File: config.mk
export PLATFORM = sky130hd
export DESIGN_NAME = ddo_queue
export DESIGN_NICKNAME = d
export VERILOG_FILES = /design/src/rtl/ddo_pkg.sv /design/src/rtl/ddo_queue.sv
export SDC_FILE = /design/constraint.sdc
export NUM_CORES = 1
export LEC_CHECK = 0
export BUFFER_PORTS_ARGS = -buffer_cell sky130_fd_sc_hd__buf_2
export CAP_MARGIN = 30
export CORE_UTILIZATION = 40
export CTS_CLUSTER_DIAMETER = 120
export DETAILED_ROUTE_END_ITERATION = 10
export SETUP_SLACK_MARGIN = 0.1
export SYNTH_ARGS = -nofsm -noshare
export SYNTH_HDL_FRONTEND = slang
export SYNTH_SLANG_ARGS = --single-unit
File: constraint.sdc
create_clock -name clk -period 6.85 [get_ports clk]
set_clock_uncertainty 0.2 [all_clocks]
set_input_delay 0.685 -clock clk [delete_from_list [all_inputs] [get_ports clk]]
set_output_delay 0.685 -clock clk [all_outputs]
set_load 0.005 [all_outputs]
File: src/rtl/ddo_pkg.sv
// shared types, constants and the arctangent table for the odometry block
// no dependencies
package ddo_pkg;

  localparam int unsigned CORDIC_STEPS_DEF = 16;
  localparam int unsigned CNT_W  = 32;
  localparam int unsigned CFG_W  = 24;
  localparam int unsigned IDX_W  = 8;

  localparam logic [IDX_W-1:0] REG_DIST_PER_PULSE = 8'd0;
  localparam logic [IDX_W-1:0] REG_TURN_GAIN      = 8'd1;

  localparam logic [CFG_W-1:0] DIST_PER_PULSE_RST = 24'd661425;
  localparam logic [CFG_W-1:0] TURN_GAIN_RST      = 24'd45350;

  // 0.60725293 in q2.30, widened to the rotator width
  localparam logic signed [33:0] CORDIC_GAIN = 34'sd652032874;
  localparam logic [31:0]        EIGHTH_TURN = 32'd536870912;

  typedef struct packed {
    logic signed [31:0] dr;
    logic signed [31:0] dl;
  } delta_t;

  function automatic logic [31:0] atan_lut(input logic [4:0] idx);
    logic [31:0] v;
    case (idx)
      5'd0:  v = 32'd536870912;
      5'd1:  v = 32'd316933406;
      5'd2:  v = 32'd167458907;
      5'd3:  v = 32'd85004756;
      5'd4:  v = 32'd42667331;
      5'd5:  v = 32'd21354465;
      5'd6:  v = 32'd10679838;
      5'd7:  v = 32'd5340245;
      5'd8:  v = 32'd2670163;
      5'd9:  v = 32'd1335087;
      5'd10: v = 32'd667544;
      5'd11: v = 32'd333772;
      5'd12: v = 32'd166886;
      5'd13: v = 32'd83443;
      5'd14: v = 32'd41722;
      5'd15: v = 32'd20861;
      5'd16: v = 32'd10430;
      5'd17: v = 32'd5215;
      5'd18: v = 32'd2608;
      5'd19: v = 32'd1304;
      5'd20: v = 32'd652;
      5'd21: v = 32'd326;
      5'd22: v = 32'd163;
      5'd23: v = 32'd81;
      5'd24: v = 32'd41;
      5'd25: v = 32'd20;
      5'd26: v = 32'd10;
      5'd27: v = 32'd5;
      5'd28: v = 32'd3;
      5'd29: v = 32'd1;
      default: v = 32'd0;
    endcase
    return v;
  endfunction

endpackage

File: src/rtl/ddo_queue.sv
// two-entry queue of wheel deltas between front and back end
// depends on ddo_pkg
module ddo_queue (
  input  logic            clk,
  input  logic            rst,
  input  logic            push,
  input  ddo_pkg::delta_t push_data,
  output logic            full,
  input  logic            pop,
  output logic            q_valid,
  output ddo_pkg::delta_t q_data
);
  import ddo_pkg::*;

  delta_t      slots [2];
  logic        wr_ptr;
  logic        rd_ptr;
  logic [1:0]  count;

  assign full    = (count == 2'd2);
  assign q_valid = (count != 2'd0);
  assign q_data  = slots[rd_ptr];

  always_ff @(posedge clk) begin
    if (push) slots[wr_ptr] <= push_data;
  end

  always_ff @(posedge clk) begin
    if (rst) begin
      wr_ptr <= 1'b0;
      rd_ptr <= 1'b0;
      count  <= 2'd0;
    end else begin
      if (push) wr_ptr <= !wr_ptr;
      if (pop)  rd_ptr <= !rd_ptr;
      count <= count + 2'(push) - 2'(pop);
    end
  end

endmodule

* Word-level counts from Yosys, hierarchy flattened *
Memories as Yosys holds them, arrays and structs flattened. A register that Yosys moved wholly into a read port is not among the register bits.
Cells that the tools add are included.

operators by class
  reductions and logical operators = 3
  eq/ne operators = 1
  add/subtract/negate cells = 2
  muxes and demuxes = 4

operators with widths
  operator            count
  $mux 1              4
  $add 2x1->2         1
  $eq 2x2->1 const B  1
  $logic_not 1->1     2
  $reduce_bool 2->1   1
  $sub 2x1->2         1

storage, ports and cells
  input bits = 68
  word-level logic and storage cells = 14
  memories = 1
  flip-flop bits (word level) = 4
  output and inout port bits = 66
  bits in writable memories = 128

memories
  memory  depth  width  rd ports  clocked after Yosys merged registers in  write ports  line             source
  slots   2      64     1         1                                        1            ddo_queue.sv:15  delta_t slots [2];

* Longest topological paths before layout *
Gate-level depths: netlist of the first run.

  word-level depth = 3
  depth in mapped cells = 6
  gate-level depth less buffers = 6

* Least setup slack after synthesis of the first run *
OpenSTA, ideal clock, no wires.

  kind = input port to flip-flop
  start = in push
  end = mem slots[0][0] in the netlist's numbering, enable pin
  path slack = 2.657 ns
  buffers on the path = 0
  required time = 6.156 ns
  arrival = 3.499 ns
  stages = 1
  cells stage by stage = nor2b_1

on the way
  word-level cells in the longest chain between the ends = 2

ends and longest elaborated chain
  item                          line             source
  start, declared               ddo_queue.sv:6   input logic push,
  $mux 1                        ddo_queue.sv:25  if (push) slots[wr_ptr] <= push_data;
  $mux 1 (not written as such)  ddo_queue.sv:25
  end, declared                 ddo_queue.sv:15

Every way passes these cells.

==> impl_results.md, run 1 <==
- Clock transition at the registers of the reported paths: 0.05 ns
- Num ports: 134
- Clk root buf: clkbuf_16
- DR iter-0 viols: 138
- Synth Area in XOR/XNOR: 0.7790%
- HPWL Detailed: 5159 um
- Global-route wire length before repair: 12300 um
- Core Region: 12570 um^2
- Share of layout cells above drive strength 1: 59.10%
- # nets final: 437
- Final setup violation count: 0
- Vias in the first global route: 2463
- Synthesis-to-finish area growth: 24.59%
- Syn Inst Count: 220
- Setup TNS: 0 ns
- YS warnings: 0
- CP max stage delay: 0.68 ns
- Avg Cell Area, Syn: 23.36 um^2
- CTS buffer count: 17
- TritonCTS clock tree: yes
- Mapped cell area: 5140 um^2
- Syn_nets: 290
- GPL Wtd Cong: 0.6369
- Max Clk Rate: 314.7 MHz
- CP Class: register to primary output
- Die W: 115.4 um
- Die Ht: 115.4 um
- Die Area: 13310 um^2
- WL final: 8242 um
- Most common cell after layout, fill and taps aside: buf_2
- Resized cells post-CTS: 0
- Max Cap Viol: 0
- Initial Utilization: 40.90%
- Post-CTS Repair Setup Buffers: 0
- Critical Path RT: 5.96 ns
- CTS H-tree lvls: 4
- Slowest cell on crit path: buf_4
- Worst vdd ir: 200.8 uV
- Netlist cell types: 14
- Largest family of logic cells by synthesized area: multiplexers
- Unrepaired setup endpoints after global routing: false
- Vias per cell: 4.395
- CTS max path bufs: 2
- Total iterations of the first detailed-routing run: 4
- CTS sink count: 133
- Cell Chain, Critical Path: buf_4, mux2_2, buf_2
- Pin count of the biggest net entering global routing: 65
- Pre-CTS setup slack: 4.064 ns
- Total track usage: 13.13%
- Most frequent cells in the layout: buf_2 (133), edfxtp_1 (128), mux2_4 (60)
- WL/cell: 14.93 um
- Period minus WS final: 3.178 ns
- Crit end category: primary output
- Routed vias: 2426
- Post-synthesis compound-gate area fraction: 0%
- Slew headroom: 39.57%
- GRT Residual Overflow: 0
- Adder-cell share of the synthesized area: 0.4869%
- Hold-critical path depth: 1
- Status: complete, no violations
- Final WS setup: 3.672 ns
- Post-synthesis mux area share: 18.40%
- Hold violation count in the final report: 0
- Arrival time at the worst endpoint: 2.29 ns
- # rows: 41
- Hold_buf cts: 0
- Initial antenna violation count: 1
- Worst Path Max Fanout: 39
- Register area share after synthesis: 76.73%
- Actual slew at the worst max-slew pin: 0.9064 ns
- Fillers: 1052
- Remaining DRCs: 0
- Pins Over Slew Limit: 0
- Critical path launch point type: register
- HP Class: primary input to register
- Leak Pwr: 2.550 nW
- Worst r2r path cells: 1
- Worst-Skew Late Latency: 0.41 ns
- Post-Synth Simple-Gate Area: 0.9007%
- PortBufs: 133
- Routed Antenna Nets: 0
- Final worst-path cycle share: 46.39%
- PwrDens: 300.1 nW/um^2
- FF+latch count, synth: 133
[Yosys cell counts]
| cell | n | area share, % |
|---|---|---|
| ha_1 | 2 | 0.49 |
| and2_1 | 1 | 0.12 |
| dfxtp_1 | 5 | 1.9 |
| edfxtp_1 | 128 | 75 |
| buf_12 | 6 | 2.3 |
| xnor2_1 | 2 | 0.34 |
| inv_1 | 2 | 0.15 |
| buf_6 | 1 | 0.22 |
| mux2_2 | 4 | 0.88 |
| nor2b_1 | 3 | 0.37 |
| xnor3_1 | 1 | 0.44 |
| or2_2 | 1 | 0.12 |
| nor2_1 | 4 | 0.29 |
| mux2_4 | 60 | 18 |
[per-layer routing]
metal	wire length (um)	global-route usage, %	part of all wire, %
met1	3535	15.20	43
met2	3808	19.64	46
met3	732	6.853	8.9
met4	165	7.273	2.0
met5	0	0	0
[final cells by class]
| cell class | instances | area [um^2] | share of cell area, % |
|---|---|---|---|
| Timing Repair Buffer | 135 | 680.7 | 10.63 |
| Inverter | 2 | 7.507 | 0.1172 |
| Clock inverter | 9 | 38.79 | 0.6057 |
| Tap cell | 172 | 215.2 | 3.361 |
| Multi-Input combinational cell | 78 | 1067 | 16.67 |
| Clock buffer | 22 | 444.2 | 6.936 |
| Antenna cell | 1 | 2.502 | 0.03908 |
| Sequential cell | 133 | 3948 | 61.65 |
[per-stage QoR]
step | utilization, % | total power [mW] | std cells | area (um^2) | hold slack (ns)
floorplan | - | 1.122 | 220 | 5140 | 0.2799
global placement | 47.09 | 1.192 | 520 | 5918 | 0.2937
detailed placement | 47.09 | 1.196 | 520 | 5918 | 0.2982
CTS | 50.93 | 1.945 | 551 | 6401 | 0.2430
global route | 50.93 | 2.003 | 551 | 6401 | 0.2324
finish | 50.95 | 1.922 | 552 | 6404 | 0.2576
[path summary, 6_finish.rpt]
kind	start	endpoint	slack, ns
max	register	q_data[0]	3.67
min	push_data[4]	slots[1][4]	0.26
max reg2reg	wr_ptr	slots[1][22]	5.05
min reg2reg	rd_ptr	register	0.32
[where the power goes]
part	internal (mW)	switching (mW)	leakage, nW
sequential	0.951	0.0210	1.24
combinational	0.119	0.0837	1.07
clock	0.449	0.298	0.239
[flip-flops by register name, indices dropped and copies added (netlist names), named ones only]
register  flops
rd_ptr        1
slots       128
count         2
wr_ptr        1
[worst max-delay path, delay by kind of cell, from the launching register on]
| family | cells | cell delay [ns] |
|---|---|---|
| flip-flops | 1 | 0.64 |
| buffers and inverters | 2 | 0.80 |
| multiplexers | 1 | 0.40 |
[cells by family after synthesis]
| logic type | count (synthesis) |
|---|---|
| buffers and inverters | 9 |
| xor gates and xnor gates | 3 |
| adders and majority gates | 2 |
| muxes | 64 |
| DFF | 133 |
| and+or+nand+nor | 9 |
Power figures use the tool's default switching activity.
==> inputs of run 2 (changes only) <==
--- a/config.mk
+++ b/config.mk
@@ -5,11 +5,13 @@
 export SDC_FILE = /design/constraint.sdc
 export NUM_CORES = 1
 export LEC_CHECK = 0
+export ABC_AREA = 1
 export BUFFER_PORTS_ARGS = -buffer_cell sky130_fd_sc_hd__buf_2
 export CAP_MARGIN = 30
 export CORE_UTILIZATION = 40
 export CTS_CLUSTER_DIAMETER = 120
 export DETAILED_ROUTE_END_ITERATION = 10
+export PLACE_DENSITY = 0.66
 export SETUP_SLACK_MARGIN = 0.1
 export SYNTH_ARGS = -nofsm -noshare
 export SYNTH_HDL_FRONTEND = slang
==> constraint.sdc (replaced) <==
create_clock -name clk -period 2.8 [get_ports clk]
set_clock_uncertainty 0.2 [all_clocks]
set_input_delay 0.28 -clock clk [delete_from_list [all_inputs] [get_ports clk]]
set_output_delay 0.28 -clock clk [all_outputs]
set_load 0.005 [all_outputs]
==> run 2 against run 1 <==
Global-route usage is 1.6 points higher. Cell area is 12% higher. Synthesized cell count is 4.5% higher. Critical path type unchanged. Sequential cell count stayed put. Power grew to 2.6 times the previous value. Count of clock-buffer cells in the layout is 4 higher. Worst hold slack better by 0.062 ns. Non-clock buffer count is 72 higher. Via count is 15% higher. Sequential share of layout area is 6.8 points lower. Highest routed layer unchanged.
==> impl_results.md, run 2 <==
- Status: complete, no violations
- CTS buffer count: 17 (unchanged)
- CP Class: register to primary output
- Arrival time at the worst endpoint: 1.78 ns (-0.51 ns)
- CTS H-tree lvls: 4 (unchanged)
- Worst Path Max Fanout: 18 (-54%)
- Critical Path RT: 2.32 ns (-3.64 ns)
- Final WS setup: 0.5387 ns (-3.134 ns)
- Period minus WS final: 2.261 ns
- # rows: 41 (unchanged)
- Crit end category: primary output
- GPL Wtd Cong: 0.6870 (+7.9%)
- Initial Utilization: 40.94% (about the same)
- Post-synth EDFFs: 128 (unchanged)
- Total track usage: 14.77% (+1.6 points)
- Avg Cell Area, Syn: 22.37 um^2 (-4.3%)
- Synth async-reset ratio: 0% (unchanged)
- Actual slew at the worst max-slew pin: 0.4932 ns (-0.4132 ns)
- CTS max path bufs: 2 (unchanged)
- CTS sink count: 133 (unchanged)
- TritonCTS clock tree: yes
- Total iterations of the first detailed-routing run: 4 (unchanged)
- WL final: 9487 um (+15%)
- Num ports: 134 (unchanged)
- Syn Inst Count: 230 (+4.5%)
- Core Region: 12570 um^2 (unchanged)
- Sw frac: 20.13% (-0.82 points)
- Unrepaired setup endpoints after global routing: false
- Vias per cell: 4.382 (-0.30%)
- Synth cell count leaders: edfxtp_1 (128), mux2_4 (60), inv_1 (8), nor2_1 (7), buf_12 (6)
- Worst vdd ir: 493.0 uV (+150%)
- Hold_buf cts: 67 (+67)
- Pin count of the biggest net entering global routing: 36 (-45%)
- Pre-CTS setup slack: 0.9532 ns (-3.111 ns)
- Top Registers: slots: 128 flops, count: 2 flops
- Synthesis-to-finish area growth: 40.00%
- WL/cell: 14.96 um (+0.22%)
- Hold violation count in the final report: 0 (unchanged)
- Largest reg by FF count: slots
- Syn_nets: 300 (+3.4%)
- Area of the multi-input gates: 1047 um^2 (-1.9%)
- Area share of the leading cell type in the synthesized netlist: 74.71% (about the same)
- Clk root buf: clkbuf_16
- Register area share after synthesis: 76.65% (about the same)
- Register area: 3948 um^2 (unchanged)
- Worst-Skew Late Latency: 0.41 ns (about the same)
- Routed vias: 2778 (+15%)
- Count leader, synth: edfxtp_1
- Mapped cell area: 5145 um^2 (about the same)
- Gate power share: 11.3% (+0.8 points)
- Post-CTS Repair Setup Buffers: 0 (unchanged)
- Diode count: 0 (-1)
- Sequential share of power: 47.2% (-3.4 points)
- Initial antenna violation count: 0 (-1)
- Final worst-path cycle share: 80.76%
- Internal cell power: 3.967 mW (+160%)
- Vias in the first global route: 2886 (+17%)
- Global-route wire length before repair: 14010 um (+14%)
- # nets final: 519 (+19%)
- HPWL Detailed: 5808 um (+13%)
- Fillers: 967 (-8.1%)
- DR iter-0 viols: 133 (-3.6%)
- HP Class: register to register
- Die W: 115.4 um (about the same)
- YS warnings: 0 (unchanged)
- Clock transition at the registers of the reported paths: 0.05 ns (about the same)
- Final setup violation count: 0 (unchanged)
- Die Area: 13320 um^2 (about the same)
- Remaining DRCs: 0 (unchanged)
- Clk pwr share: 41.5% (+2.6 points)
- Critical path launch point type: register
- FF+latch count, synth: 133 (unchanged)
- PortBufs: 133 (unchanged)
- Netlist cell types: 14 (unchanged)
- Synth area leaders: edfxtp_1 (75%), mux2_4 (18%), buf_12 (2.3%), dfxtp_1 (1.9%), mux2_2 (0.88%)
- Post-synth top flop: edfxtp_1
- Pins Over Slew Limit: 0 (unchanged)
- Most common cell after layout, fill and taps aside: buf_2
- Resized cells post-CTS: 0 (unchanged)
- Hold Slack: 0.3201 ns (+0.06243 ns)
- Area leader, netlist: edfxtp_1
- Die Ht: 115.4 um (about the same)
- Max Cap Viol: 0 (unchanged)
- PwrDens: 689.6 nW/um^2 (+130%)
- Most frequent cells in the layout: buf_2 (133), edfxtp_1 (128), dlygate4sd3_1 (67)
- Slew headroom: 67.12% (+28 points)
- Setup TNS: 0 ns (unchanged)
- Max reg flops: 128 (unchanged)
- Max Clk Rate: 442.2 MHz
- Leak Pwr: 2.913 nW (+14%)
- Psw: 0.9998 mW (+150%)
- Share of layout cells above drive strength 1: 50.00% (-9.1 points)
- GRT Residual Overflow: 0 (unchanged)
- Routed Antenna Nets: 0 (unchanged)
-- run 2: path summary, 6_finish.rpt --
kind	start	end	slack, ns	cells after the start
max	register	q_data[63]	0.54	3
min	rd_ptr	rd_ptr	0.32	2
max reg2reg	wr_ptr	slots[1][45]	1.15	3
min reg2reg	rd_ptr	rd_ptr	0.32	2
-- run 2: final cells by class --
cell class	instances	area share (%)
clock buffers	26	6.514
clock inverters	6	1.112
inverters	8	0.4169
multi-input cells	82	14.54
flip-flops and latches	133	54.80
well taps	172	2.988
repair buffers	207	19.63
-- run 2: logic make-up (layout without fill, tap and decap cells) --
logic type	after synthesis	count (layout)	share of synthesized area, %
AO/OA/AOI/OAI	1	1	0.09718
XOR/XNOR	1	1	0.1703
adder cells (fa/ha/maj)	2	2	0.4863
buffers and inverters	15	247	3.137
flip-flops	133	133	76.65
multiplexers	64	64	18.39
AND/OR/NAND/NOR	14	14	1.070
-- run 2: worst max-delay path, cell delays in order (launching register included) --
cell and delay [ns]:
dfxtp_4 0.49, buf_4 0.36, mux2_2 0.38, buf_2 0.12
-- run 2: power by group through the flow --
stage	registers (mW)	logic, mW	clock network (mW)
6_report	2.35	0.561	2.06
5_1_grt	2.35	0.610	2.19
4_1_cts	2.35	0.567	2.11
3_5_place_dp	2.38	0.492	0
3_3_place_gp	2.38	0.480	0
2_1_floorplan	2.37	0.323	0
-- run 2: metal layers --
| metal | routed length (um) | track usage (%) |
|---|---|---|
| met5 | 0 | 0 |
| met4 | 134 | 5.974 |
| met3 | 570 | 6.172 |
| met2 | 4913 | 25.55 |
| met1 | 3868 | 16.03 |
-- run 2: per-stage QoR --
stage / cell area, um^2 / utilization [%] / power (mW) / std cells
6_report: 7203 / 57.31 / 4.967 / 634
5_1_grt: 7203 / 57.31 / 5.153 / 634
3_5_place_dp: 5983 / 47.61 / 2.876 / 535
3_3_place_gp: 5983 / 47.61 / 2.857 / 535
4_1_cts: 7203 / 57.31 / 5.021 / 634
2_1_floorplan: 5147 / - / 2.692 / 230
