**config.mk**
```make
export PLATFORM = sky130hd
export DESIGN_NAME = ddo_front
export DESIGN_NICKNAME = d
export VERILOG_FILES = /design/src/rtl/ddo_pkg.sv /design/src/rtl/ddo_front.sv
export SDC_FILE = /design/constraint.sdc
export NUM_CORES = 1
export LEC_CHECK = 0
export BUFFER_PORTS_ARGS = -buffer_cell sky130_fd_sc_hd__buf_4
export CAP_MARGIN = 20
export CELL_PAD_IN_SITES_DETAIL_PLACEMENT = 1
export CELL_PAD_IN_SITES_GLOBAL_PLACEMENT = 1
export CORE_ASPECT_RATIO = 0.9
export CORE_MARGIN = 4
export CORE_UTILIZATION = 36
export CTS_BUF_LIST = sky130_fd_sc_hd__clkbuf_4
export CTS_CLUSTER_DIAMETER = 200
export DETAILED_ROUTE_END_ITERATION = 16
export PLACE_DENSITY = 0.84
export SYNTH_ARGS = -nofsm -noshare
export SYNTH_HDL_FRONTEND = slang
export SYNTH_SLANG_ARGS = --single-unit
```
**constraint.sdc**
```tcl
create_clock -name clk -period 2.5 [get_ports clk]
set_input_delay 0.25 -clock clk [delete_from_list [all_inputs] [get_ports clk]]
set_output_delay 0.25 -clock clk [all_outputs]
set_load 0.03 [all_outputs]
```
**src/rtl/ddo_pkg.sv**
```systemverilog
// shared types, constants and the arctangent table for the odometry block
// no dependencies
package ddo_pkg;

  localparam int unsigned CORDIC_STEPS_DEF = 16;
  localparam int unsigned CNT_W  = 32;
  localparam int unsigned CFG_W  = 24;
  localparam int unsigned IDX_W  = 8;

  localparam logic [IDX_W-1:0] REG_DIST_PER_PULSE = 8'd0;
  localparam logic [IDX_W-1:0] REG_TURN_GAIN      = 8'd1;

  localparam logic [CFG_W-1:0] DIST_PER_PULSE_RST = 24'd661425;
  localparam logic [CFG_W-1:0] TURN_GAIN_RST      = 24'd45350;

  // 0.60725293 in q2.30, widened to the rotator width
  localparam logic signed [33:0] CORDIC_GAIN = 34'sd652032874;
  localparam logic [31:0]        EIGHTH_TURN = 32'd536870912;

  typedef struct packed {
    logic signed [31:0] dr;
    logic signed [31:0] dl;
  } delta_t;

  function automatic logic [31:0] atan_lut(input logic [4:0] idx);
    logic [31:0] v;
    case (idx)
      5'd0:  v = 32'd536870912;
      5'd1:  v = 32'd316933406;
      5'd2:  v = 32'd167458907;
      5'd3:  v = 32'd85004756;
      5'd4:  v = 32'd42667331;
      5'd5:  v = 32'd21354465;
      5'd6:  v = 32'd10679838;
      5'd7:  v = 32'd5340245;
      5'd8:  v = 32'd2670163;
      5'd9:  v = 32'd1335087;
      5'd10: v = 32'd667544;
      5'd11: v = 32'd333772;
      5'd12: v = 32'd166886;
      5'd13: v = 32'd83443;
      5'd14: v = 32'd41722;
      5'd15: v = 32'd20861;
      5'd16: v = 32'd10430;
      5'd17: v = 32'd5215;
      5'd18: v = 32'd2608;
      5'd19: v = 32'd1304;
      5'd20: v = 32'd652;
      5'd21: v = 32'd326;
      5'd22: v = 32'd163;
      5'd23: v = 32'd81;
      5'd24: v = 32'd41;
      5'd25: v = 32'd20;
      5'd26: v = 32'd10;
      5'd27: v = 32'd5;
      5'd28: v = 32'd3;
      5'd29: v = 32'd1;
      default: v = 32'd0;
    endcase
    return v;
  endfunction

endpackage

```
**src/rtl/ddo_front.sv**
```systemverilog
// front end: takes encoder count requests and forms signed wheel deltas
// depends on ddo_pkg
module ddo_front (
  input  logic                  clk,
  input  logic                  rst,
  input  logic                  s_tvalid,
  output logic                  s_tready,
  input  logic [63:0]           s_tdata,   // left_count[31:0], right_count[63:32]
  input  logic                  q_full,
  output logic                  push,
  output ddo_pkg::delta_t       push_data
);
  import ddo_pkg::*;

  logic [CNT_W-1:0] last_left;
  logic [CNT_W-1:0] last_right;

  assign s_tready = !q_full;
  assign push     = s_tvalid && !q_full;

  // wrapping difference read as signed motion
  assign push_data.dl = $signed(s_tdata[31:0] - last_left);
  assign push_data.dr = $signed(s_tdata[63:32] - last_right);

  always_ff @(posedge clk) begin
    if (rst) begin
      last_left  <= '0;
      last_right <= '0;
    end else if (push) begin
      last_left  <= s_tdata[31:0];
      last_right <= s_tdata[63:32];
    end
  end

endmodule

```
# Word-level counts from Yosys, hierarchy flattened

Index checks and enable logic that the tools add are counted.

Memory bits (writable): 0
Bits in registers: 64
Output and inout bits: 66
Bits in read-only memories: 0
Memories: 0
Latch bits: 0
Word-level logic and storage cells: 6
Bits of input ports: 68

Divide/modulo/power cells: 0
Shifts and indexed selects: 0
Equal/unequal tests: 0
Add/subtract/negate cells: 2
Bitwise logic cells: 0
Muxes and demuxes: 0
Multipliers: 0
$lt $le $gt $ge: 0
Reductions and logical operators: 2

Operators with widths:

| operator          | count |
|---|---|
| 32-bit subtractor | 2 |
| 1-bit logical AND | 1 |
| 1-bit logical NOT | 1 |

# Depth between registers and ports, before layout

Gate-level depths: netlist (run 1).

Word-level depth: 2
Mapped depth: 10
Depth with buffers taken out: 10

# Worst setup path after synthesis (run 1)

Ideal clock, no wire load.

Path type: flip-flop to output port
Start point: register last_right[0]
End point: output push_data[58] in the netlist's numbering
Path buffers: 0
Arrival time: 2.585 ns
Cell stages (with the launch flop): 10
Path slack: -0.335 ns
Cells stage by stage: dfxtp_1 ha_1 fa_1 and2b_1 o2111ai_2 a211o_1 a31o_1 a21oi_2 a41oi_1 xnor2_1

RTL lines:

| what                     | line            | text |
|---|---|---|
| start: declaration       | ddo_front.sv:16 | `logic [CNT_W-1:0] last_right;` |
| start signal: assignment | ddo_front.sv:31 | `last_right <= s_tdata[63:32];` |
| end: declaration         | ddo_front.sv:11 | `output ddo_pkg::delta_t push_data` |

==> reports/metrics.cfg, run 1 <==
[worst_hold_path]
hp-class = in -> reg
holdPathStages = 3
min_from = s_tdata[44]
hold_path_end = last_right[12]$_SDFFE_PP0P_

[critical_path]
critPathMaxFanout = 8
crit_chain = inv_1 -> ha_1 -> buf_4 -> nand4_1 -> nor2_1 -> a21oi_1 -> o21ai_0 -> a21oi_4 -> o21ai_2 -> xor2_2 -> buf_6
slowest_stage = o21ai_0
rr_worst_depth = 2
required_ns = 2.25
cp.arrival_ns = 3.06
critPathLaunchType = flip-flop
regToRegSetupSlack_ns = 1.67
cp.depth = 11
path_class = reg -> out
endpoint_kind = output pin
slowest_delay_ns = 0.45
cp_num_buf_inv = 3
r2r_end = last_left[29]$_SDFFE_PP0P_
cp_top_family = compound AO/OA/AOI/OAI gates
r2r_start = last_left[29]$_SDFFE_PP0P_

[sta]
timing.fmax_mhz = 302.2
maxSlewViolCount = 0
min_period_over_period_pct = 132.4
slew_headroom_pct = 45.25
rsz0062_at_grt = true
finalSetupViolations = 52
hold_viol = 1
fin_hold_ws_ns = -0.004251
final.setup.worst_slack_ns = -0.8094
timing.setup.tns_ns = -29.08
finClkSkew_ns = 0
period_needed_ns = 3.309
tightest_slew_ns = 0.8213

[final_layout]
diodes = 0
num-fill-cells = 1869
final-instance-count-excl-fill = 1325
final_common_cell = buf_4
drive_above_1_share_pct = 48.66
layout_common_cells = 239 x buf_4, 159 x nand2_1, 95 x a21oi_1
nets = 1245
areaGrowthSynthToFinish_pct = 73.90

[power]
p_per_area_nw_per_um2 = 502.0
ir_worst_vdd_uv = 384.7
p_leak_nw = 4.232
power_w = 0.005142

[routing]
via_per_inst = 5.972
drt-pass1-iter-count = 5
final_antenna_net_count = 0
num_vias = 7913
wl_mm = 33.00
detail_route.iter0.violations = 523
drt_drc_violations_left = 0
wire_per_inst_um = 24.90

[clock_network]
cts_buffer_depth = 2
cts_tree = built
clk_latency_ns = 0.47
cts_sinks = 64
cts_buffers = 9
ctsRootBufferMaster = clkbuf_4
cts_htree_levels = 3
clkTransAtPathRegs_ns = 0.14

[global_route]
antenna_found_initial = 0
grt_pass1_wl_mm = 41.39
first_global_vias = 7963
grt_start_max_net_pins = 65
grt.overflow.total = 0
track_usage_pct = 28.20

[floorplan]
die_area_um2 = 18480
design.core.area_um2 = 16080
die_h_um = 129.4
fp-row-count = 44
io_pins = 134
start_util_pct = 36.64
chipWidth_um = 142.8

[logic_synthesis]
ys_warn_count = 0
async_flop_share_pct = 0
yosys.area.top_type = dfxtp_1
mappedNetlistArea_um2 = 5891
synth_edf_count = 0
syn-num-nets = 955
syn_inst = 823
yosysSeqAreaShare_pct = 21.75
avgSynthCellArea_um2 = 7.158
ys_top_cells_by_area = dfxtp_1 22%, ha_1 13%, nand2_1 11%
ys.flop_type = dfxtp_1
yosys.cell_types.count = 64
ys_ff_latch = 64
yosysTopAreaCellShare_pct = 21.75

[status]
violations = hold timing, setup timing
status = finished with violations

[flow_run]
cap_violations = 0

[placed_design]
gp_congestion = 0.8795
pre_cts_slack_ns = -0.3925
io_buffers = 133
dp_cells = 1267
dp_hpwl_mm = 16.92

[Yosys cell counts (5+ instances only)]
cell type / n
nand2b_1: 10
o211ai_1: 7
xor2_1: 17
a21oi_1: 120
a31oi_1: 5
a21o_1: 30
nor3_1: 6
clkbuf_1: 25
nand4_1: 11
nor2_1: 22
o21ai_0: 26
nand2_1: 165
o21a_1: 13
xnor2_1: 39
ha_1: 62
inv_1: 82
o21bai_1: 8
nand3_1: 17
nor2b_1: 7
dfxtp_1: 64
and2_1: 6
[how the worst max path moves through the flow]
stage / from / to
3_5_place_dp: s_tdata[2] / push_data[31]
5_1_grt: last_left[10]$_SDFFE_PP0P_ / push_data[19]
2_1_floorplan: last_right[0]$_SDFFE_PP0P_ / push_data[58]
6_report: last_left[18]$_SDFFE_PP0P_ / push_data[27]
3_3_place_gp: s_tdata[32] / push_data[58]
4_1_cts: last_right[0]$_SDFFE_PP0P_ / push_data[58]
[sequential cells by signal, indices dropped and copies added, names as in the netlist]
register and count:
last_right 32, last_left 32
[metal layers]
layer / GRT usage (%) / wire length (um)
met5: 0 / 0
met4: 12.07 / 2599
met3: 5.609 / 2039
met2: 51.10 / 16570
met1: 32.24 / 11790
[repair_timing]
| item | 4_1_cts | 5_1_grt |
|---|---|---|
| pin swaps | 62 | 90 |
| hold endpoints to repair | 2 | 1 |
| hold buffers | 2 | 1 |
| gates resized for setup | 205 | 119 |
| buffers inserted | 17 | 30 |
| endpoints found under the setup margin | 54 | 56 |
[cell families after synthesis]
| family | synth area share, % |
|---|---|
| buffers and inverters | 7.923 |
| AO/OA/AOI/OAI | 28.21 |
| AND/OR/NAND/NOR | 19.95 |
| XOR/XNOR | 8.326 |
| adder cells (fa/ha/maj) | 13.85 |
| flip-flops | 21.75 |
[power breakdown]
| part | total [W] | internal (W) | leakage (nW) | switching, W |
|---|---|---|---|---|
| registers | 0.00110 | 0.00107 | 0.533 | 0.0000322 |
| logic | 0.00325 | 0.00145 | 3.62 | 0.00180 |
| clock network | 0.000788 | 0.000317 | 0.0757 | 0.000471 |
[area by class of cell]
class	count	area (um^2)	area share, %
repair buffers	314	2653	25.89
multi-input cells	642	5582	54.49
well taps	207	259.0	2.528
inverters	82	307.8	3.005
clock inverters	5	47.55	0.4641
clock buffers	11	82.58	0.8062
flip-flops and latches	64	1313	12.81
[per-stage QoR]
stage / utilization, % / instance area (um^2)
after CTS: 58.65 / 9428
after detailed placement: 50.87 / 8178
after floorplan: - / 6021
after global placement: 50.87 / 8178
after global routing: 63.72 / 10240
final: 63.72 / 10240
[worst reg2reg max path: stages (launching register included)]
cell,delay [ns]
dfxtp_1,0.38
nand2_1,0.10
a21oi_1,0.26
Note: power is estimated with default switching activity, not from simulation.
==> run 2: changes to the inputs <==
- HOLD_SLACK_MARGIN: default -> 0.02
- PLACE_DENSITY: 0.84 -> default
- PLACE_DENSITY_LB_ADDON: default -> 0.1
==> reports/metrics.cfg, run 2 (same netlist as run 1, synthesis figures left out) <==
[floorplan]
design.core.area_um2 = 16080
die_h_um = 129.4
chipWidth_um = 142.8
io_pins = 134
start_util_pct = 36.64
die_area_um2 = 18480
fp-row-count = 44

[status]
status = finished with violations
violations = setup timing

[sta]
final.setup.worst_slack_ns = -0.7511
slew_headroom_pct = 46.48
timing.setup.tns_ns = -23.13
hold_viol = 0
finClkSkew_ns = 0
finalSetupViolations = 54
min_period_over_period_pct = 130.0
timing.fmax_mhz = 307.6
rsz0062_at_grt = true
maxSlewViolCount = 0
period_needed_ns = 3.251
tightest_slew_ns = 0.8028

[global_route]
use_met3_pct = 4.465
met2_usage_pct = 48.37
track_usage_pct = 26.06
grt_pass1_wl_mm = 39.04
grt.overflow.total = 0
grt_start_max_net_pins = 65
first_global_vias = 7849
antenna_found_initial = 0
use_met1_pct = 30.90
grt.busiest_layer = met2

[routing]
num_vias = 7389
wire_per_inst_um = 20.75
detail_route.iter0.violations = 318
drt_drc_violations_left = 0
wl_mm = 28.05
via_per_inst = 5.465
drt-pass1-iter-count = 5
final_antenna_net_count = 0

[worst_hold_path]
hp-class = in -> reg

[placed_design]
gp_congestion = 0.9147
io_buffers = 133
dp_hpwl_mm = 16.61

[critical_path]
rr_worst_depth = 4
r2r_start = last_left[3]$_SDFFE_PP0P_
path_class = reg -> out
crit_end = push_data[58]
cp.arrival_ns = 3.00
startpoint = last_right[0]$_SDFFE_PP0P_
critPathMaxFanout = 3
required_ns = 2.25
r2r_end = last_left[3]$_SDFFE_PP0P_
regToRegSetupSlack_ns = 1.63
critPathLaunchType = flip-flop
endpoint_kind = output pin

[final_layout]
final_common_cell = buf_4
drive_above_1_share_pct = 47.16
largestRegisters = last_left (32), last_right (32)
final_core_util_pct = 64.30
diodes = 0
areaGrowthSynthToFinish_pct = 75.47
nets = 1272
layout_common_cells = 257 x buf_4, 159 x nand2_1, 91 x a21oi_1

[clock_network]
clk_latency_ns = 0.46
cts_sinks = 64
clkTransAtPathRegs_ns = 0.13
cts_htree_levels = 3
ctsRootBufferMaster = clkbuf_4
cts_buffer_depth = 2
cts_buffers = 9
cts_tree = built

[power]
p_per_area_nw_per_um2 = 499.4
ir_worst_vdd_uv = 328.6
p_leak_nw = 4.329

[flow_run]
cap_violations = 0

==> run 2: changes by cell type in the layout (fill, tap and decap cells not counted), moves of 3 or more <==
cell           change
buf_4             +18
dlygate4sd3_1     +18
buf_6              -8
a21oi_2            +5
dfxtp_1            +5
dfxtp_2            -5
a21oi_1            -4
ha_1               +3
ha_4               -3
xor2_1             +3
==> run 2: timing repair <==
item                                    in CTS  in global routing
hold buffers                                20                  1
pin swaps                                   71                 77
gates resized for setup                    163                135
endpoints found under the setup margin      54                 57
cloned                                       0                  0
endpoints found under the hold margin       20                  1
setup buffers                               21                 33
==> run 2: worst min path at each step <==
stage                                     start                          end  slack [ns]  cells past startpoint
floorplan                           s_tdata[32]   last_right[0]$_SDFFE_PP0P_        0.38                      2
global placement      last_left[2]$_SDFFE_PP0P_    last_left[2]$_SDFFE_PP0P_        0.44                      2
detailed placement  last_right[26]$_SDFFE_PP0P_  last_right[26]$_SDFFE_PP0P_        0.45                      2
CTS                                 s_tdata[54]  last_right[22]$_SDFFE_PP0P_        0.02                      3
global route                        s_tdata[41]   last_right[9]$_SDFFE_PP0P_        0.03                      3
finish                              s_tdata[20]   last_left[20]$_SDFFE_PP0P_        0.05                      3
==> run 2: critical path: stages, from the launching register on <==
cell	delay [ns]
dfxtp_2	0.36
ha_4	0.16
fa_2	0.33
and2b_2	0.28
o2111ai_4	0.15
a211o_1	0.35
a31o_4	0.27
a21oi_4	0.18
a41oi_2	0.14
xnor2_2	0.17
buf_6	0.15
==> run 2: where the power goes <==
part	leakage, nW	internal [W]	switching [W]
clock network	0.0980	0.000514	0.000470
logic	3.70	0.00142	0.00166
registers	0.531	0.00107	0.0000284
==> run 2: final cells by class <==
type	instances	area [um^2]
clock buffer	10	75.07
sequential	64	1306
tap	207	259.0
clock inverter	6	107.6
multi-input combinational	642	5420
timing repair buffer	341	2858
fill	1885	5739
inverter	82	310.3
==> run 2: metrics by stage <==
step	area, um^2	setup slack (ns)	hold slack, ns	std cells	power [W]
floorplan	6021	-0.07791	0.3784	823	0.002477
global placement	8208	-0.2922	0.4421	1271	0.003389
detailed placement	8208	-0.3407	0.4470	1271	0.003452
CTS	9494	-0.6981	0.02042	1327	0.004795
global route	10340	-0.8611	0.03394	1352	0.005394
finish	10340	-0.7511	0.04517	1352	0.005162
==> run 2: per-layer routing <==
| layer | routed length [um] | part of all wire, % |
|---|---|---|
| met1 | 11370 | 41 |
| met2 | 14890 | 53 |
| met3 | 1051 | 3.7 |
| met4 | 742 | 2.6 |
| met5 | 0 | 0 |
==> run 3: changes to the inputs <==
- ABC_AREA: default -> 1
- CORE_UTILIZATION: 36 -> 35
- SLEW_MARGIN: default -> 10
==> reports/metrics.cfg, run 3 <==
[status]
status = finished with violations
violations = setup timing

[logic_synthesis]
ys.flop_type = dfxtp_1
yosys.area.top_type = nand2_1
mappedNetlistArea_um2 = 7109
synth_compound_gate_area_share_pct = 10.72
synth_edf_count = 0
async_flop_share_pct = 0
yosys.area_share.simple_pct = 38.91
synth-xor-area-share_pct = 3.696
avgSynthCellArea_um2 = 5.528
synthAdderAreaFrac_pct = 11.47
ys_warn_count = 0
yosysSeqAreaShare_pct = 18.02
synthMuxAreaShare_pct = 0
yosys.cell_types.count = 28
ys_top_cells_by_area = nand2_1 25%, dfxtp_1 18%, inv_1 16%
ys_ff_latch = 64
synth_top_family_by_area = simple AND/OR/NAND/NOR gates
syn-num-nets = 1418
synth_most_common_cell = nand2_1
ys_top_cells_by_count = 467 x nand2_1, 296 x inv_1, 141 x nor2_1
yosysTopAreaCellShare_pct = 24.66
syn_inst = 1286

[routing]
num_vias = 8358
drt-pass1-iter-count = 5
wl_mm = 28.37
final_antenna_net_count = 0
wire_per_inst_um = 16.66
detail_route.iter0.violations = 328
drt_drc_violations_left = 0
via_per_inst = 4.908

[clock_network]
cts_buffer_depth = 2
ctsRootBufferMaster = clkbuf_4
cts_buffers = 9
clkTransAtPathRegs_ns = 0.15
cts_sinks = 64
clk_latency_ns = 0.44
cts_htree_levels = 3
cts_tree = built

[final_layout]
nets = 1575
drive_above_1_share_pct = 37.25
largestRegisters = last_left (32), last_right (32)
design_area_um2 = 10620
layout_common_cells = 344 x nand2_1, 264 x inv_1, 134 x buf_4
final-instance-count-excl-fill = 1703
final_core_util_pct = 53.16
areaGrowthSynthToFinish_pct = 49.44
final_common_cell = nand2_1

[placed_design]
io_buffers = 133
pre_cts_slack_ns = 0.1163
gp_congestion = 0.8520
dp_cells = 1656
placed_area_um2 = 8374
dp_hpwl_mm = 20.09

[floorplan]
fp-row-count = 49
chipWidth_um = 158.2
io_pins = 134
design.core.area_um2 = 19990
die_h_um = 143.2
die_area_um2 = 22660
start_util_pct = 35.57

[critical_path]
cp_top_family = simple AND/OR/NAND/NOR gates
endpoint_kind = output pin
cp.arrival_ns = 2.27
required_ns = 2.25
crit_top_cell = nand2_1
crit_chain = inv_2 -> ha_4 -> buf_4 -> nand2_1 -> nand2_1 -> nand2_1 -> nand2_1 -> nand2_1 -> nand3_4 -> buf_4 -> xor2_1 -> buf_4
slowest_stage = dfxtp_2
cp_num_buf_inv = 4
path_class = reg -> out
critPathLaunchType = flip-flop
slowest_delay_ns = 0.35
rr_worst_depth = 2
cp.depth = 12
critPathMaxFanout = 6

[sta]
finClkSkew_ns = 0
slew_headroom_pct = 44.84
final.setup.worst_slack_ns = -0.02249
hold_viol = 0
finalSetupViolations = 1
tightest_slew_ns = 0.8274
maxSlewViolCount = 0
fin_hold_ws_ns = 0.05451
timing.fmax_mhz = 396.4
rsz0062_at_grt = true
min_period_over_period_pct = 100.9
period_needed_ns = 2.522

[power]
p_leak_nw = 5.533
p_per_area_nw_per_um2 = 506.9
ir_worst_vdd_uv = 261.7

[worst_hold_path]
holdPathStages = 3
hp-class = in -> reg

[global_route]
track_usage_pct = 22.38
grt_pass1_wl_mm = 41.04
antenna_found_initial = 1
grt_start_max_net_pins = 65
grt.overflow.total = 0
first_global_vias = 8283

[flow_run]
cap_violations = 0

[run 3: cell types whose count changed after synthesis, moves of 11 or more]
cell      delta
xnor2_1     -36
a211oi_1    +58
nand3_1     +31
nor2_1     +119
a21o_1      -28
inv_1      +214
clkbuf_1    -17
o21a_1      -13
nand2_2     +11
o21ai_0     -26
a21oi_1     -76
nand2_1    +302
[run 3: where the power goes]
| part | internal, W | switching, W | total [W] |
|---|---|---|---|
| Clock | 0.000397 | 0.000484 | 0.000880 |
| Sequential | 0.00109 | 0.0000247 | 0.00112 |
| Combinational | 0.00130 | 0.00208 | 0.00339 |
[run 3: cells by family after synthesis]
group / after synthesis
flip-flops: 64
AND/OR/NAND/NOR: 692
buffers and inverters: 321
XOR/XNOR: 30
AO/OA/AOI/OAI: 115
adder cells (fa/ha/maj): 64
[run 3: worst paths after layout]
path,start,endpoint,slack (ns)
worst max-delay path,last_left[2]$_SDFFE_PP0P_,push_data[9],-0.02
worst min-delay path,s_tdata[63],last_right[31]$_SDFFE_PP0P_,0.05
worst max register to register,last_left[28]$_SDFFE_PP0P_,last_left[28]$_SDFFE_PP0P_,1.66
worst min register to register,last_left[30]$_SDFFE_PP0P_,last_left[30]$_SDFFE_PP0P_,0.48
[run 3: what timing repair did]
item / CTS / global route
setup buffers: 7 / 23
hold endpoints to repair: 1 / 0
setup endpoints to repair: 45 / 45
gates resized for setup: 166 / 294
hold buffers: 1 / 0
pin swaps: 18 / 56
[run 3: metrics by stage]
step	setup TNS, ns	total power [W]
after global placement	0	0.003655
after floorplan	0	0.002805
final	-0.02249	0.005385
after global routing	-2.462	0.005731
after CTS	-0.2147	0.004877
after detailed placement	0	0.003698
[run 3: routing by layer]
metal	global-route usage (%)	part of all wire, %	vias to the layer above
li1	-	-	4208
met1	31.40	48	3992
met2	37.10	48	136
met3	3.091	3.3	22
met4	3.815	0.94	0
met5	0	0	-
[run 3: final cells by class]
cell class | count | area (um^2)
diodes | 1 | 2.502
clock buffers | 9 | 67.56
clock inverters | 6 | 85.08
fillers | 2651 | 9363
inverters | 300 | 1134
multi-input cells | 901 | 6327
flip-flops and latches | 64 | 1304
well taps | 255 | 319.1
repair buffers | 167 | 1385
[run 3: tightest hold or removal path: stages]
cell,delay (ns)
buf_4,0.12
nand2_1,0.07
a21oi_1,0.06
